### config.mk
export PLATFORM = sky130hd
export DESIGN_NAME = weight_block_zone_header_packer_top_flat
export DESIGN_NICKNAME = d
export VERILOG_FILES = /design/src/rtl/wbzhp_pkg.sv /design/src/rtl/wbzhp_if.sv /design/src/rtl/wbzhp_tally.sv /design/src/rtl/weight_block_zone_header_packer_top.sv /design/src/flat_wrapper.sv
export SDC_FILE = /design/constraint.sdc
export NUM_CORES = 1
export LEC_CHECK = 0
export BUFFER_PORTS_ARGS = -buffer_cell sky130_fd_sc_hd__buf_4
export CORE_ASPECT_RATIO = 0.75
export CORE_MARGIN = 2
export CORE_UTILIZATION = 55
export DETAILED_ROUTE_END_ITERATION = 10
export PLACE_DENSITY = 0.82
export SYNTH_ARGS = -nofsm -noshare
export SYNTH_HDL_FRONTEND = slang
export SYNTH_HIERARCHICAL = 1
export SYNTH_SLANG_ARGS = --single-unit
### constraint.sdc
create_clock -name clock -period 5.3 [get_ports clock]
set_input_delay 0.265 -clock clock [delete_from_list [all_inputs] [get_ports clock]]
set_output_delay 0.265 -clock clock [all_outputs]
set_load 0.02 [all_outputs]
### src/rtl/wbzhp_pkg.sv
// Shared types, constants and the zone mapping for the weight block zone header packer.
`default_nettype none

package wbzhp_pkg;

   localparam int unsigned  ZONE_COUNT  = 12;
   localparam int unsigned  ZONE_W      = 4;
   localparam logic [14:0]  TILE_STRIDE = 15'd37;
   localparam logic [14:0]  TILE_SPAN   = 15'd20736;
   localparam int unsigned  ZONE_SPAN   = 20736 / ZONE_COUNT;
   localparam logic [7:0]   INDEX_BIAS  = 8'h80;
   localparam logic [7:0]   TALLY_CLAMP = 8'd15;

   typedef enum logic [2:0] {
      S_IDLE,
      S_UPDATE,
      S_COUNT,
      S_HEADER,
      S_DATA
   } state_type;

   typedef struct packed {
      logic              rd_en;
      logic [ZONE_W-1:0] rd_zone;
      logic              upd;
      logic              clr;
   } tally_ctl_type;

   function automatic logic [ZONE_W-1:0] zone_of(input logic [7:0] raw);
      logic [7:0]        idx;
      logic [14:0]       prod;
      logic [14:0]       tile;
      logic [ZONE_W-1:0] zone;
      idx  = raw ^ INDEX_BIAS;
      prod = 15'(idx) * TILE_STRIDE;
      tile = (prod >= TILE_SPAN) ? prod - TILE_SPAN : prod;
      zone = '0;
      for (int k = 1; k < ZONE_COUNT; k++) begin
         if (tile >= 15'(k * ZONE_SPAN)) begin
            zone = ZONE_W'(k);
         end
      end
      return zone;
   endfunction

endpackage

`default_nettype wire

### src/rtl/wbzhp_if.sv
// Request and response channel interfaces for the weight block zone header packer.
`default_nettype none

interface wbzhp_req_if;
   logic              valid;
   logic              ready;
   logic signed [7:0] weight_value;
   logic              block_end;

   modport source (output valid, output weight_value, output block_end, input ready);
   modport sink   (input valid, input weight_value, input block_end, output ready);
endinterface

interface wbzhp_rsp_if;
   logic       valid;
   logic       ready;
   logic [7:0] out_byte;
   logic       out_last;

   modport source (output valid, output out_byte, output out_last, input ready);
   modport sink   (input valid, input out_byte, input out_last, output ready);
endinterface

`default_nettype wire

### src/rtl/wbzhp_tally.sv
// Per-zone tally memory with read-modify-write and running dominant-zone tracking.
`default_nettype none

module wbzhp_tally #(
   parameter int unsigned TW = 6
) (
   input  wire logic                          clock,
   input  wire logic                          reset,
   input  wire wbzhp_pkg::tally_ctl_type      ctl,
   output logic [wbzhp_pkg::ZONE_W-1:0]       lead_zone,
   output logic [TW-1:0]                      lead_count
);
   import wbzhp_pkg::*;

   logic [TW-1:0]     tally_mem [ZONE_COUNT];
   logic [ZONE_COUNT-1:0] valid_ff;
   logic [ZONE_COUNT-1:0] valid_in;
   logic [TW-1:0]     rd_data_ff;
   logic              rd_valid_ff;
   logic [ZONE_W-1:0] zone_ff;
   logic [TW-1:0]     new_tally;
   logic [ZONE_W-1:0] lead_zone_ff;
   logic [ZONE_W-1:0] lead_zone_in;
   logic [TW-1:0]     lead_count_ff;
   logic [TW-1:0]     lead_count_in;

   always_ff @(posedge clock) begin
      if (ctl.rd_en) begin
         rd_data_ff  <= tally_mem[ctl.rd_zone];
         rd_valid_ff <= valid_ff[ctl.rd_zone];
         zone_ff     <= ctl.rd_zone;
      end
      if (ctl.upd) begin
         tally_mem[zone_ff] <= new_tally;
      end
   end

   assign new_tally = (rd_valid_ff ? rd_data_ff : '0) + TW'(1);

   always_comb begin
      valid_in      = valid_ff;
      lead_zone_in  = lead_zone_ff;
      lead_count_in = lead_count_ff;
      if (ctl.clr) begin
         valid_in      = '0;
         lead_zone_in  = '0;
         lead_count_in = '0;
      end else if (ctl.upd) begin
         valid_in[zone_ff] = 1'b1;
         if (new_tally > lead_count_ff) begin
            lead_zone_in  = zone_ff;
            lead_count_in = new_tally;
         end else if (new_tally == lead_count_ff && zone_ff < lead_zone_ff) begin
            lead_zone_in = zone_ff;
         end
      end
   end

   always_ff @(posedge clock) begin
      if (reset) begin
         valid_ff      <= '0;
         lead_zone_ff  <= '0;
         lead_count_ff <= '0;
      end else begin
         valid_ff      <= valid_in;
         lead_zone_ff  <= lead_zone_in;
         lead_count_ff <= lead_count_in;
      end
   end

   assign lead_zone  = lead_zone_ff;
   assign lead_count = lead_count_ff;

endmodule

`default_nettype wire

### src/rtl/weight_block_zone_header_packer_top.sv
// Weight block zone header packer: top level with weight store and output sequencer.
//
// Requests carry one signed weight and a block-end mark on req_chan; responses carry
// one byte and a last mark on rsp_chan, both valid/ready, taken when both are high.
// The zone tally of a request is read from its memory in the accepting cycle and
// written back in the next; req_chan.ready stays low for the write-back, so each
// request waits for the last one's tally. Up to BLOCK_WEIGHTS weights are stored;
// later ones in the block are dropped but a block-end mark on them still closes the
// block. After the closing request and its tally update, the count byte enters the
// output register, then the zone-map byte, then each stored weight in offset binary,
// one byte per cycle unless the receiver stalls (read from the weight store and
// prefetched ahead of the output register). A block of n stored weights emits n + 2
// bytes. No request is taken until the last byte enters the output register; the next
// block may begin while that byte still waits. A stalled receiver holds the output
// register and the sequencer. Reset empties the block, the tallies and the output.
`default_nettype none

module weight_block_zone_header_packer_top #(
   parameter int unsigned BLOCK_WEIGHTS = 32
) (
   input wire logic clock,
   input wire logic reset,
   wbzhp_req_if.sink   req_chan,
   wbzhp_rsp_if.source rsp_chan
);
   import wbzhp_pkg::*;

   localparam int unsigned FW = $clog2(BLOCK_WEIGHTS + 1);
   localparam int unsigned AW = (BLOCK_WEIGHTS > 1) ? $clog2(BLOCK_WEIGHTS) : 1;

   state_type     state_ff;
   state_type     state_in;
   logic [FW-1:0] fill_ff;
   logic [FW-1:0] fill_in;
   logic [FW-1:0] idx_ff;
   logic [FW-1:0] idx_in;
   logic          end_ff;
   logic          end_in;
   logic          keep_ff;
   logic          keep_in;
   logic          rsp_valid_ff;
   logic          rsp_valid_in;
   logic [7:0]    rsp_byte_ff;
   logic [7:0]    rsp_byte_in;
   logic          rsp_last_ff;
   logic          rsp_last_in;
   logic [7:0]    rd_data_ff;
   logic [7:0]    store_mem [BLOCK_WEIGHTS];

   logic               req_fire;
   logic               slot_free;
   logic               has_room;
   logic               data_last;
   logic [7:0]         cnt8;
   logic [3:0]         cnt_nib;
   tally_ctl_type      tally_ctl;
   logic [ZONE_W-1:0]  lead_zone;
   logic [FW-1:0]      lead_count;

   wbzhp_tally #(.TW(FW)) u_tally (
      .clock      (clock),
      .reset      (reset),
      .ctl        (tally_ctl),
      .lead_zone  (lead_zone),
      .lead_count (lead_count)
   );

   assign req_chan.ready = (state_ff == S_IDLE);
   assign req_fire  = req_chan.valid && req_chan.ready;
   assign slot_free = !rsp_valid_ff || rsp_chan.ready;
   assign has_room  = fill_ff < FW'(BLOCK_WEIGHTS);
   assign data_last = (idx_ff + FW'(1)) == fill_ff;
   assign cnt8      = 8'(lead_count);
   assign cnt_nib   = (cnt8 > TALLY_CLAMP) ? TALLY_CLAMP[3:0] : cnt8[3:0];

   // store the weight and prefetch the next byte to emit
   always_ff @(posedge clock) begin
      if (req_fire && has_room) begin
         store_mem[fill_ff[AW-1:0]] <= req_chan.weight_value;
      end
      rd_data_ff <= store_mem[idx_in[AW-1:0]];
   end

   always_comb begin
      state_in = state_ff;
      case (state_ff)
         S_IDLE: begin
            if (req_fire) state_in = S_UPDATE;
         end
         S_UPDATE: begin
            state_in = end_ff ? S_COUNT : S_IDLE;
         end
         S_COUNT: begin
            if (slot_free) state_in = S_HEADER;
         end
         S_HEADER: begin
            if (slot_free) state_in = (fill_ff == '0) ? S_IDLE : S_DATA;
         end
         S_DATA: begin
            if (slot_free && data_last) state_in = S_IDLE;
         end
         default: begin
            state_in = S_IDLE;
         end
      endcase
   end

   always_comb begin
      fill_in      = fill_ff;
      idx_in       = idx_ff;
      end_in       = end_ff;
      keep_in      = keep_ff;
      rsp_valid_in = rsp_valid_ff && !rsp_chan.ready;
      rsp_byte_in  = rsp_byte_ff;
      rsp_last_in  = rsp_last_ff;
      tally_ctl    = '0;
      case (state_ff)
         S_IDLE: begin
            if (req_fire) begin
               tally_ctl.rd_en   = 1'b1;
               tally_ctl.rd_zone = zone_of(req_chan.weight_value);
               end_in            = req_chan.block_end;
               keep_in           = has_room;
               if (has_room) fill_in = fill_ff + FW'(1);
            end
         end
         S_UPDATE: begin
            tally_ctl.upd = keep_ff;
         end
         S_COUNT: begin
            if (slot_free) begin
               rsp_valid_in = 1'b1;
               rsp_byte_in  = 8'(fill_ff);
               rsp_last_in  = (fill_ff == '0);
            end
         end
         S_HEADER: begin
            if (slot_free) begin
               rsp_valid_in = 1'b1;
               rsp_byte_in  = {lead_zone, cnt_nib};
               rsp_last_in  = (fill_ff == '0);
               if (fill_ff == '0) tally_ctl.clr = 1'b1;
            end
         end
         S_DATA: begin
            if (slot_free) begin
               rsp_valid_in = 1'b1;
               rsp_byte_in  = rd_data_ff ^ INDEX_BIAS;
               rsp_last_in  = data_last;
               if (data_last) begin
                  idx_in        = '0;
                  fill_in       = '0;
                  tally_ctl.clr = 1'b1;
               end else begin
                  idx_in = idx_ff + FW'(1);
               end
            end
         end
         default: begin
            idx_in = '0;
         end
      endcase
   end

   always_ff @(posedge clock) begin
      if (reset) begin
         state_ff     <= S_IDLE;
         fill_ff      <= '0;
         idx_ff       <= '0;
         end_ff       <= 1'b0;
         keep_ff      <= 1'b0;
         rsp_valid_ff <= 1'b0;
      end else begin
         state_ff     <= state_in;
         fill_ff      <= fill_in;
         idx_ff       <= idx_in;
         end_ff       <= end_in;
         keep_ff      <= keep_in;
         rsp_valid_ff <= rsp_valid_in;
      end
   end

   always_ff @(posedge clock) begin
      rsp_byte_ff <= rsp_byte_in;
      rsp_last_ff <= rsp_last_in;
   end

   assign rsp_chan.valid    = rsp_valid_ff;
   assign rsp_chan.out_byte = rsp_byte_ff;
   assign rsp_chan.out_last = rsp_last_ff;

   a_fire_to_update: assert property (@(posedge clock) disable iff (reset)
      req_fire |=> state_ff == S_UPDATE)
      else $error("accepted request did not enter tally update");

   a_fill_bound: assert property (@(posedge clock) disable iff (reset)
      fill_ff <= FW'(BLOCK_WEIGHTS))
      else $error("fill level beyond block size");

   a_data_index: assert property (@(posedge clock) disable iff (reset)
      state_ff == S_DATA |-> (fill_ff != '0) && (idx_ff < fill_ff))
      else $error("emit index outside stored weights");

   a_close_emits: assert property (@(posedge clock) disable iff (reset)
      (state_ff == S_UPDATE && end_ff) |=> state_ff == S_COUNT)
      else $error("closed block did not start emission");

endmodule

`default_nettype wire

### src/flat_wrapper.sv
// flat-port wrapper written by rule: the top's interface ports become plain ports
module weight_block_zone_header_packer_top_flat import wbzhp_pkg::*;
#(
   parameter int unsigned BLOCK_WEIGHTS = 32
)
  (clock, reset, req_chan_valid, req_chan_weight_value, req_chan_block_end, req_chan_ready, rsp_chan_valid, rsp_chan_out_byte, rsp_chan_out_last, rsp_chan_ready);
  wbzhp_req_if req_chan_i ();
  wbzhp_rsp_if rsp_chan_i ();
  input wire logic clock;
  input wire logic reset;
  input wire logic [$bits(req_chan_i.valid)-1:0] req_chan_valid;
  input wire logic [$bits(req_chan_i.weight_value)-1:0] req_chan_weight_value;
  input wire logic [$bits(req_chan_i.block_end)-1:0] req_chan_block_end;
  output wire logic [$bits(req_chan_i.ready)-1:0] req_chan_ready;
  output wire logic [$bits(rsp_chan_i.valid)-1:0] rsp_chan_valid;
  output wire logic [$bits(rsp_chan_i.out_byte)-1:0] rsp_chan_out_byte;
  output wire logic [$bits(rsp_chan_i.out_last)-1:0] rsp_chan_out_last;
  input wire logic [$bits(rsp_chan_i.ready)-1:0] rsp_chan_ready;
  assign req_chan_i.valid = req_chan_valid;
  assign req_chan_i.weight_value = req_chan_weight_value;
  assign req_chan_i.block_end = req_chan_block_end;
  assign req_chan_ready = req_chan_i.ready;
  assign rsp_chan_valid = rsp_chan_i.valid;
  assign rsp_chan_out_byte = rsp_chan_i.out_byte;
  assign rsp_chan_out_last = rsp_chan_i.out_last;
  assign rsp_chan_i.ready = rsp_chan_ready;
  weight_block_zone_header_packer_top #(.BLOCK_WEIGHTS(BLOCK_WEIGHTS)) u_core (.clock(clock), .reset(reset), .req_chan(req_chan_i), .rsp_chan(rsp_chan_i));
endmodule
# After elaboration in Yosys (flattened, before gate mapping)
# Memories as Yosys holds them, arrays and structs flattened. A register that Yosys moved wholly into a read port is not among the register bits.
# Cells that the tools add are included.
# Widths: inputs -> output; s select.
# totals
ff_bits	54
mem_bits_rw	328
inputBits	13
output_inout_bits	11
elab_cells	141
memories	2
# mem_list
memory	depth	word_bits	read_ports	rd_clocked_by_memory_dff	write_ports	line_no	source
u_core.store_mem	32	8	1	1	1	weight_block_zone_header_packer_top.sv:48	logic [7:0] store_mem [BLOCK_WEIGHTS];
u_core.u_tally.tally_mem	12	6	1	1	1	wbzhp_tally.sv:15	logic [TW-1:0] tally_mem [ZONE_COUNT];
# classes
n_addsub	4
multipliers	1
order_cmp	19
eq_ne	14
muxes	56
n_bitwise	4
reduce_logical	27
# ops
operator	count
$ge 15x14->1 const B	5
$mux 6	7
$ge 15x13->1 const B	2
$ge 15x15->1 const B	2
$mux 4	7
$mux 3	9
$mux 8	3
$pmux 6 s2	2
$pmux 8 s3	1
$add 6x1->6 const B	3
$mux 1	16
$ge 14x15->1 const B	1
$ge 15x11->1 const B	1
$ge 15x12->1 const B	1
$mux 15	1
$pmux 3 s5	1
$sub 14x15->15 const B	1
$mul 8x6->14 const B	1
$eq 6x6->1	2
$ne 2x1->1 const B	6
$or 12x12->12	1
$lt 4x5->1 const B	2
$mux 5	2
$reduce_and 2->1	4
other kinds (27)	44

# Longest topological paths before layout
# Gate-level depths: netlist of the first run.
# depth
word_depth	20
ltp_mapped	20
ltp_nobuf	18

# Hierarchy
# Netlist of the first run, hierarchy kept.
# modules_own_cells
module	n_inst	cells_per_inst	area_per_inst_um2	seq_area_each_um2
weight_block_zone_header_packer_top	1	921	13132.6	8478.1
wbzhp_tally	1	275	4311.6	2932.8

# Worst setup path after synthesis of the first run
# No wires, ideal clock.
# synth_timing
kind	input to register
startpoint	input req_chan_weight_value[4]
endpoint	register u_core.u_tally.rd_data_ff[0] (read register of u_core.u_tally.tally_mem), data pin
setup_time_ns	0.258
arrival_time_ns	4.390
required_ns	5.042
slack_ns	0.652
path_stages	17
n_path_buf	1
path_cell_list	ha_1 ha_1 fa_1 ha_1 nor2b_1 o21ai_0 a21oi_1 o31ai_1 a21oi_1 xnor2_1 a2111o_1 a221o_1 a32o_1 buf_4 mux4_2 mux2i_1 o21ai_0
# synth_rtl
element	line_no	source
start, declared	flat_wrapper.sv:12	input wire logic [$bits(req_chan_i.weight_value)-1:0] req_chan_weight_value;
end, declared	wbzhp_tally.sv:18	logic [TW-1:0] rd_data_ff;

==> results of run 1 <==
[state kept, by name, summed over array words and instances (netlist names)]
signal                      cells
u_core/end_ff                   1
u_core/fill_ff                  6
u_core/idx_ff                   6
u_core/keep_ff                  1
u_core/rd_data_ff               8
u_core/rsp_chan.out_byte        8
u_core/rsp_chan.out_last        1
u_core/rsp_chan.valid           1
u_core/state_ff                 3
u_core/store_mem              256
u_core/u_tally/lead_count       6
u_core/u_tally/lead_zone        4
u_core/u_tally/rd_data_ff       6
u_core/u_tally/rd_valid_ff      1
u_core/u_tally/tally_mem       72
u_core/u_tally/valid_ff        12
u_core/u_tally/zone_ff          4
[cell families after synthesis]
family	count (synthesis)	share of synthesized area
flip-flops	396	0.6541
buffers and inverters	89	0.02546
AO/OA/AOI/OAI	180	0.07424
AND/OR/NAND/NOR	301	0.09109
multiplexers	168	0.1127
other	1	0.0002150
XOR/XNOR	19	0.01033
adder cells (fa/ha/maj)	42	0.03185
[where the power goes]
part	switching [W]	leakage, nW	internal (W)
combinational	0.000335	2.86	0.000222
sequential	0.0000316	3.54	0.00344
clock	0.00117	0.645	0.00167
[final timing paths]
path | from | end | slack, ns | cells past startpoint
max | req_chan_weight_value[4] | u_core/u_tally/rd_data_ff[2] | 0.66 | 18
max reg2reg | u_core/idx_ff[0] | u_core/rd_data_ff[2] | 1.02 | 11
min | reset | u_core/keep_ff | 0.03 | 2
min reg2reg | u_core/end_ff | u_core/end_ff | 0.47 | 2
[through the flow]
stage | worst slack (ns) | util | instance area, um^2
6_report | 0.6557 | 0.6208 | 19400
5_1_grt | 0.3810 | 0.6208 | 19400
4_1_cts | 0.7023 | 0.6208 | 19400
3_5_place_dp | 0.1757 | 0.5780 | 18060
3_3_place_gp | 0.2949 | 0.5780 | 18060
2_1_floorplan | 0.6519 | - | 17460
[per-layer routing]
layer / GRT usage / part of all wire
met2: 0.3659 / 0.45
met5: 0 / 0
met1: 0.3386 / 0.41
met3: 0.06487 / 0.12
met4: 0.07295 / 0.023
[area by class of cell]
class,instances,area share
Sequential cell,396,0.5882
Multi-Input combinational cell,716,0.2906
Clock buffer,47,0.05405
Tap cell,406,0.02619
Timing Repair Buffer,52,0.02090
Clock inverter,24,0.01425
Inverter,30,0.005805
[layout by cell type (no fill, tap or decap), types with 5 or more instances in the layout]
master,n
xnor2_1,11
ha_1,38
dfxtp_1,48
clkbuf_16,41
o22ai_1,11
a221o_1,5
o2111ai_1,10
or4_1,15
mux2i_1,130
clkinv_1,6
clkinv_2,6
a31oi_1,6
a21oi_1,33
clkbuf_1,6
edfxtp_1,348
conb_1,6
o21bai_1,16
nor3_1,15
nand2b_1,7
nand3_1,13
nand4_1,8
nor4bb_1,7
bufinv_16,5
nand2_1,37
mux4_2,21
nor2_1,113
nand3b_1,10
a211oi_1,36
and3_1,33
mux2_2,17
xor2_1,7
inv_1,29
or3_1,8
o21ai_0,20
nor2b_1,5
buf_4,50
a21o_1,6
==> impl_summary.log, run 1 <==
INFO  metric run_status = finished, final reports clean
INFO  metric worstSetupPathType = in2reg
INFO  metric power_density = approximately 350 mW/mm^2
INFO  metric io_buffers = 23
INFO  metric max-clock-path-buffers = 3
INFO  metric finalCriticalPeriod = 4.644 ns
INFO  metric synth_top_area_share = 0.5991
INFO  metric cp.arrival = ~4.9 ns
INFO  metric tritoncts = yes
INFO  metric cp_slowest_cell = fa_1
INFO  metric synth.cell_area = roughly 0.017 mm^2
INFO  metric ys_seq_area_frac = 0.6541
INFO  metric cts-htree-levels = 2
INFO  metric cp_common_cell = ha_1
INFO  metric grt_pass1_vias = 10,260
INFO  metric final_total_power = 0.006871 W
INFO  metric max_transition_viols_final = 0
INFO  metric max_freq = ~0.22 GHz
INFO  metric final-hold-violation-count = 0
INFO  metric drive_above_1_share = 0.1368
INFO  metric global_route.overflow_total = 0
INFO  metric multi_input_comb_area = 0.005637 mm^2
INFO  metric post_cts_resized = 0
INFO  metric post_cts_setup_bufs = 0
INFO  metric layout.nets = 1,290
INFO  metric dp_hpwl = 24,880 um
INFO  metric worst-slew-pin-transition = 1.237 ns
INFO  metric grt_use_total = 0.2396
INFO  metric die_height = 158.2 um
INFO  metric setup-violations-final = 0
INFO  metric fillers = 2,184
INFO  metric remaining_drc_errors = 0
INFO  metric global_route_wire_length_before_repair = 59,620 um
INFO  metric synth_warnings = 6
INFO  metric clk-insertion-delay-late = 0.54 ns
INFO  metric netlist_top_cells_area = edfxtp_1 (60%), mux2i_1 (7.5%), dfxtp_1 (5.5%)
INFO  metric post-synth-top-count-cell = edfxtp_1
INFO  metric worst_path_max_fanout = 20
INFO  metric hold_class = in2reg
INFO  metric post_drt_via_cell_ratio = ~6.3
INFO  metric drt-pass1-iter-count = 5
INFO  metric antenna_found_initial = 0
INFO  metric synth.ff_latch_count = 396
INFO  metric cts_inserted_buffers = 39
INFO  metric kind_of_cell_with_the_highest_combined_delay_on_the_critical_path = compound AO/OA/AOI/OAI gates
INFO  metric cp-end-kind = flip-flop
INFO  metric routed-via-count = 10,580
INFO  metric grt_start_max_net_pins = 46
INFO  metric post_synth_edffs = 348
INFO  metric routabilityCongestion = 0.8673
INFO  metric die_outline_area = 0.03317 mm^2
INFO  metric area_delta_synth_final = 11.20%
INFO  metric register_area = 0.01141 mm^2
INFO  metric timing.critical_path.cells = buf_4 -> ha_1 -> ha_1 -> fa_1 -> ha_1 -> nor2b_1 -> o21ai_0 -> a21oi_1 -> o31ai_1 -> a21oi_1 -> xnor2_1 -> a2111o_1 -> a221o_1 -> a32o_1 -> buf_4 -> mux4_2 -> mux2i_1 -> o21ai_0
INFO  metric leakage = 7.051 nW
INFO  metric wl = 39,260 um
INFO  metric synth.top_cells.by_count = edfxtp_1 (348), mux2i_1 (130), nor2_1 (113)
INFO  metric yosys.cell_types.count = 80
INFO  metric cts.clk_slew.worst_paths = 0.06 ns
INFO  metric part_of_the_cycle_the_worst_path_needs = 0.8763
INFO  metric timing.max_cap.violations = 0
INFO  metric clkSinkCount = 396
INFO  metric rsz0062_at_grt = false
INFO  metric wire_per_inst = ~23 um
INFO  metric delay_of_the_slowest_cell_on_the_worst_path = 0.49 ns
INFO  metric postSynthAreaPerCell = 14.59 um^2
INFO  metric fin_tns_setup = 0 ns
INFO  metric startpoint_type = input port
INFO  metric drt_initial_violations = about 1,500
INFO  metric floorplan.initialDensity = 0.5582
INFO  metric site_rows = between 50 and 60
INFO  metric ys_async_sr_fraction = 0
INFO  metric clock_tree_root_driver_cell = clkbuf_16
INFO  metric cp.buffers_inverters = 2
INFO  metric boundaryPins = 24
INFO  metric core = 0.03125 mm^2
INFO  metric synthDominantAreaCellType = edfxtp_1
INFO  metric syn-instance-count = about 1,200
INFO  metric final.hold.worst_slack = 0.03483 ns
INFO  metric relSlewSlack = 0.1693
INFO  metric floorplan.die.width = 209.6 um
INFO  metric worst_clock_skew = 0.01527 ns
INFO  metric yosys_most_used_dff = edfxtp_1
INFO  metric cts_hold_buffers = 1
INFO  metric finish.cell_count_without_fillers = 1,671
INFO  metric antenna-diode-count = 0
INFO  metric dpl.cell_count = 1,599
INFO  metric drt.antenna.violating_nets = 0
INFO  metric power.ir.vdd_worst = roughly 0.22 mV
INFO  metric critPathRequiredTime = 5.58 ns
Note: power is estimated with default switching activity, not from simulation.
==> run 2, diff against run 1 <==
HOLD_SLACK_MARGIN = 0.12   (was unset)
==> impl_summary.log, run 2 (synthesis gave the netlist of run 1 again) <==
INFO  metric grt_use_total = 0.2399 (+0.0003570)
INFO  metric die_height = 158.2 um (unchanged)
INFO  metric wl = 39,320 um (+0.17%)
INFO  metric io_buffers = 23 (unchanged)
INFO  metric grt_most_used_layer = met2
INFO  metric power_density = 353.4 mW/mm^2 (-0.23%)
INFO  metric rsz0062_at_grt = false
INFO  metric drt.antenna.violating_nets = 0 (unchanged)
INFO  metric delay_of_the_slowest_cell_on_the_worst_path = 0.53 ns (+0.04 ns)
INFO  metric r2r.worst_path.cells = 11 (unchanged)
INFO  metric fin_tns_setup = 0 ns (unchanged)
INFO  metric site_rows = 56 (unchanged)
INFO  metric net-switching-power = 0.001533 W (about the same)
INFO  metric clkSinkCount = 396 (unchanged)
INFO  metric groute.layer.met2.usage = 0.3670 (+0.001107)
INFO  metric drt_initial_violations = 1,406 (-6.6%)
INFO  metric drt-pass1-iter-count = 6 (+1)
INFO  metric grt_use_met1 = 0.3388 (about the same)
INFO  metric seq_power_share = 0.506 (about the same)
INFO  metric antenna-diode-count = 0 (unchanged)
INFO  metric hold_class = in2reg
INFO  metric clock_tree_root_driver_cell = clkbuf_16
INFO  metric cp_slowest_cell = dlygate4sd3_1
INFO  metric worst_path_max_fanout = 20 (unchanged)
INFO  metric run_status = finished, final reports clean
INFO  metric cts-htree-levels = 2 (unchanged)
INFO  metric antenna_found_initial = 0 (unchanged)
INFO  metric global_route.overflow_total = 0 (unchanged)
INFO  metric floorplan.initialDensity = 0.5582 (unchanged)
INFO  metric cts.clk_slew.worst_paths = 0.06 ns (about the same)
INFO  metric power.ir.vdd_worst = 0.2231 mV (-0.31%)
INFO  metric max_transition_viols_final = 0 (unchanged)
INFO  metric commonest_non_fill_non_tap_cell_in_the_layout = edfxtp_1
INFO  metric wire_per_inst = 23.46 um (-0.13%)
INFO  metric final_core_utilization = 0.6224 (+0.001601)
INFO  metric critPathRequiredTime = 5.58 ns (about the same)
INFO  metric worstSetupPathType = in2reg
INFO  metric cp.buffers_inverters = 4 (+2)
INFO  metric drive_above_1_share = 0.1362 (-0.0005384)
INFO  metric clock_power_share = 0.413 (about the same)
INFO  metric post_cts_setup_bufs = 0 (unchanged)
INFO  metric area_delta_synth_final = 11.49%
INFO  metric grt_start_max_net_pins = 46 (unchanged)
INFO  metric floorplan.die.width = 209.6 um (unchanged)
INFO  metric post_cts_resized = 0 (unchanged)
INFO  metric setup-violations-final = 0 (unchanged)
INFO  metric kind_of_cell_with_the_highest_combined_delay_on_the_critical_path = compound AO/OA/AOI/OAI gates
INFO  metric clk-insertion-delay-late = 0.54 ns (about the same)
INFO  metric layout.nets = 1,295 (+0.39%)
INFO  metric part_of_the_cycle_the_worst_path_needs = 0.9118 (+0.03552)
INFO  metric timing.max_cap.violations = 0 (unchanged)
INFO  metric internal-power = 0.005340 W (about the same)
INFO  metric global_route_track_usage_on_met3 = 0.06487 (unchanged)
INFO  metric worstReg2RegStart = u_core/idx_ff[0]
INFO  metric netSwitchingFraction = 0.2230 (about the same)
INFO  metric dp_hpwl = 24,880 um (unchanged)
INFO  metric max-clock-path-buffers = 3 (unchanged)
INFO  metric reg2reg_slack = 1.00 ns (-0.02 ns)
INFO  metric cp-end-kind = flip-flop
INFO  metric p_comb_frac = 0.081 (about the same)
INFO  metric cp.arrival = 5.12 ns (+0.19 ns)
INFO  metric timing.rr.end = u_core/rd_data_ff[6]
INFO  metric whs_endpoint = u_core/store_mem[24][1]
INFO  metric grt_pass1_vias = 10,290 (+0.28%)
INFO  metric relSlewSlack = 0.2066 (+0.03721)
INFO  metric boundaryPins = 24 (unchanged)
INFO  metric cp_common_cell = ha_1
INFO  metric leakage = 7.074 nW (+0.33%)
INFO  metric final_cell_mix = edfxtp_1 (348), mux2i_1 (130), nor2_1 (113), buf_4 (50), dfxtp_1 (48)
INFO  metric largest_register_ffs = 256 (unchanged)
INFO  metric worst-slew-pin-transition = 1.182 ns (-0.05541 ns)
INFO  metric die_outline_area = 0.03317 mm^2 (unchanged)
INFO  metric max_freq = 0.2069 GHz (-3.9%)
INFO  metric number_of_stages_on_the_worst_setup_path = 20 (+2)
INFO  metric worst_clock_skew = 0.01686 ns (+0.001595 ns)
INFO  metric final-hold-violation-count = 0 (unchanged)
INFO  metric routed-via-count = 10,590 (+0.066%)
INFO  metric global_route_wire_length_before_repair = 59,710 um (+0.15%)
INFO  metric post_drt_via_cell_ratio = 6.319 (-0.23%)
INFO  metric cts_inserted_buffers = 39 (unchanged)
INFO  metric startpoint_type = input port
INFO  metric core = 0.03125 mm^2 (unchanged)
INFO  metric number_of_cells_on_the_worst_hold_path = 1 (-1)
INFO  metric hold_path_startpoint = req_chan_weight_value[1]
INFO  metric routabilityCongestion = 0.8673 (unchanged)
INFO  metric timing.critical_path.cells = dlygate4sd3_1 -> buf_4 -> ha_1 -> ha_1 -> ha_1 -> inv_1 -> fa_1 -> nor2b_1 -> o21ai_0 -> a21oi_1 -> o31ai_1 -> a21oi_1 -> xnor2_1 -> a2111o_1 -> a221o_1 -> a32o_1 -> buf_4 -> mux4_2 -> mux2i_1 -> o21ai_0
INFO  metric finalCriticalPeriod = 4.833 ns (+0.1883 ns)
INFO  metric remaining_drc_errors = 0 (unchanged)
INFO  metric tritoncts = yes
run 2: cell count changes in the layout (fill, tap and decap cells not counted):
cell           delta
dlygate4sd3_1     +5
run 2: how the worst max path moves through the flow:
stage	start	endpoint	slack [ns]
final	req_chan_weight_value[2]	u_core/u_tally/rd_data_ff[2]	0.47
after global routing	req_chan_weight_value[2]	u_core/u_tally/rd_data_ff[2]	0.13
after CTS	req_chan_weight_value[2]	u_core/u_tally/rd_data_ff[2]	0.51
after detailed placement	req_chan_weight_value[4]	u_core/u_tally/rd_data_ff[3]	0.18
after global placement	req_chan_weight_value[4]	u_core/u_tally/rd_valid_ff	0.29
after floorplan	req_chan_weight_value[4]	u_core/u_tally/rd_data_ff[0]	0.65
run 2: repair_timing:
| action | 4_1_cts | 5_1_grt |
|---|---|---|
| hold buffers | 6 | 0 |
| endpoints found under the setup margin | 0 | 0 |
| endpoints found under the hold margin | 20 | 0 |
run 2: per-layer routing:
metal  wire length (um)  part of all wire
met1              16460              0.42
met2              17760              0.45
met3               4181              0.11
met4                918             0.023
met5                  0                 0
run 2: stage by stage:
stage                     hold WS, ns  worst slack (ns)  area, um^2  std cells  power [W]
after CTS                      0.1834            0.5050       19450       1676   0.006897
after detailed placement       0.4572            0.1757       18060       1599   0.004086
after floorplan                0.3366            0.6519       17460       1201   0.003909
final                          0.1783            0.4674       19450       1676   0.006873
after global routing           0.2069            0.1348       19450       1676   0.007073
after global placement         0.4457            0.2949       18060       1599   0.004061
run 2: layout make-up:
type                       instances  area, um^2
clock inverter                    24       276.5
fill                            2179       11800
sequential                       396       11410
clock buffer                      47        1049
multi-input combinational        716        5637
tap                              406       508.0
inverter                          30       112.6
timing repair buffer              57       455.4
run 2: worst register-to-register path: stages, from the launching register on:
cell and delay [ns]:
dfxtp_1 0.47, ha_1 0.34, o21ba_2 0.16, a22oi_1 0.11, o21ai_2 0.28, a2bb2oi_2 0.13
or3b_4 0.57, nand2_2 0.43, buf_4 0.52, mux2i_1 0.37, o22ai_1 0.14, nor4_1 0.61
run 2: power by group through the flow:
stage	clock (W)	combinational (W)	sequential (W)
detailed placement	0	0.000546	0.00354
floorplan	0	0.000381	0.00353
finish	0.00284	0.000558	0.00347
global route	0.00298	0.000613	0.00348
CTS	0.00287	0.000554	0.00347
global placement	0	0.000523	0.00354
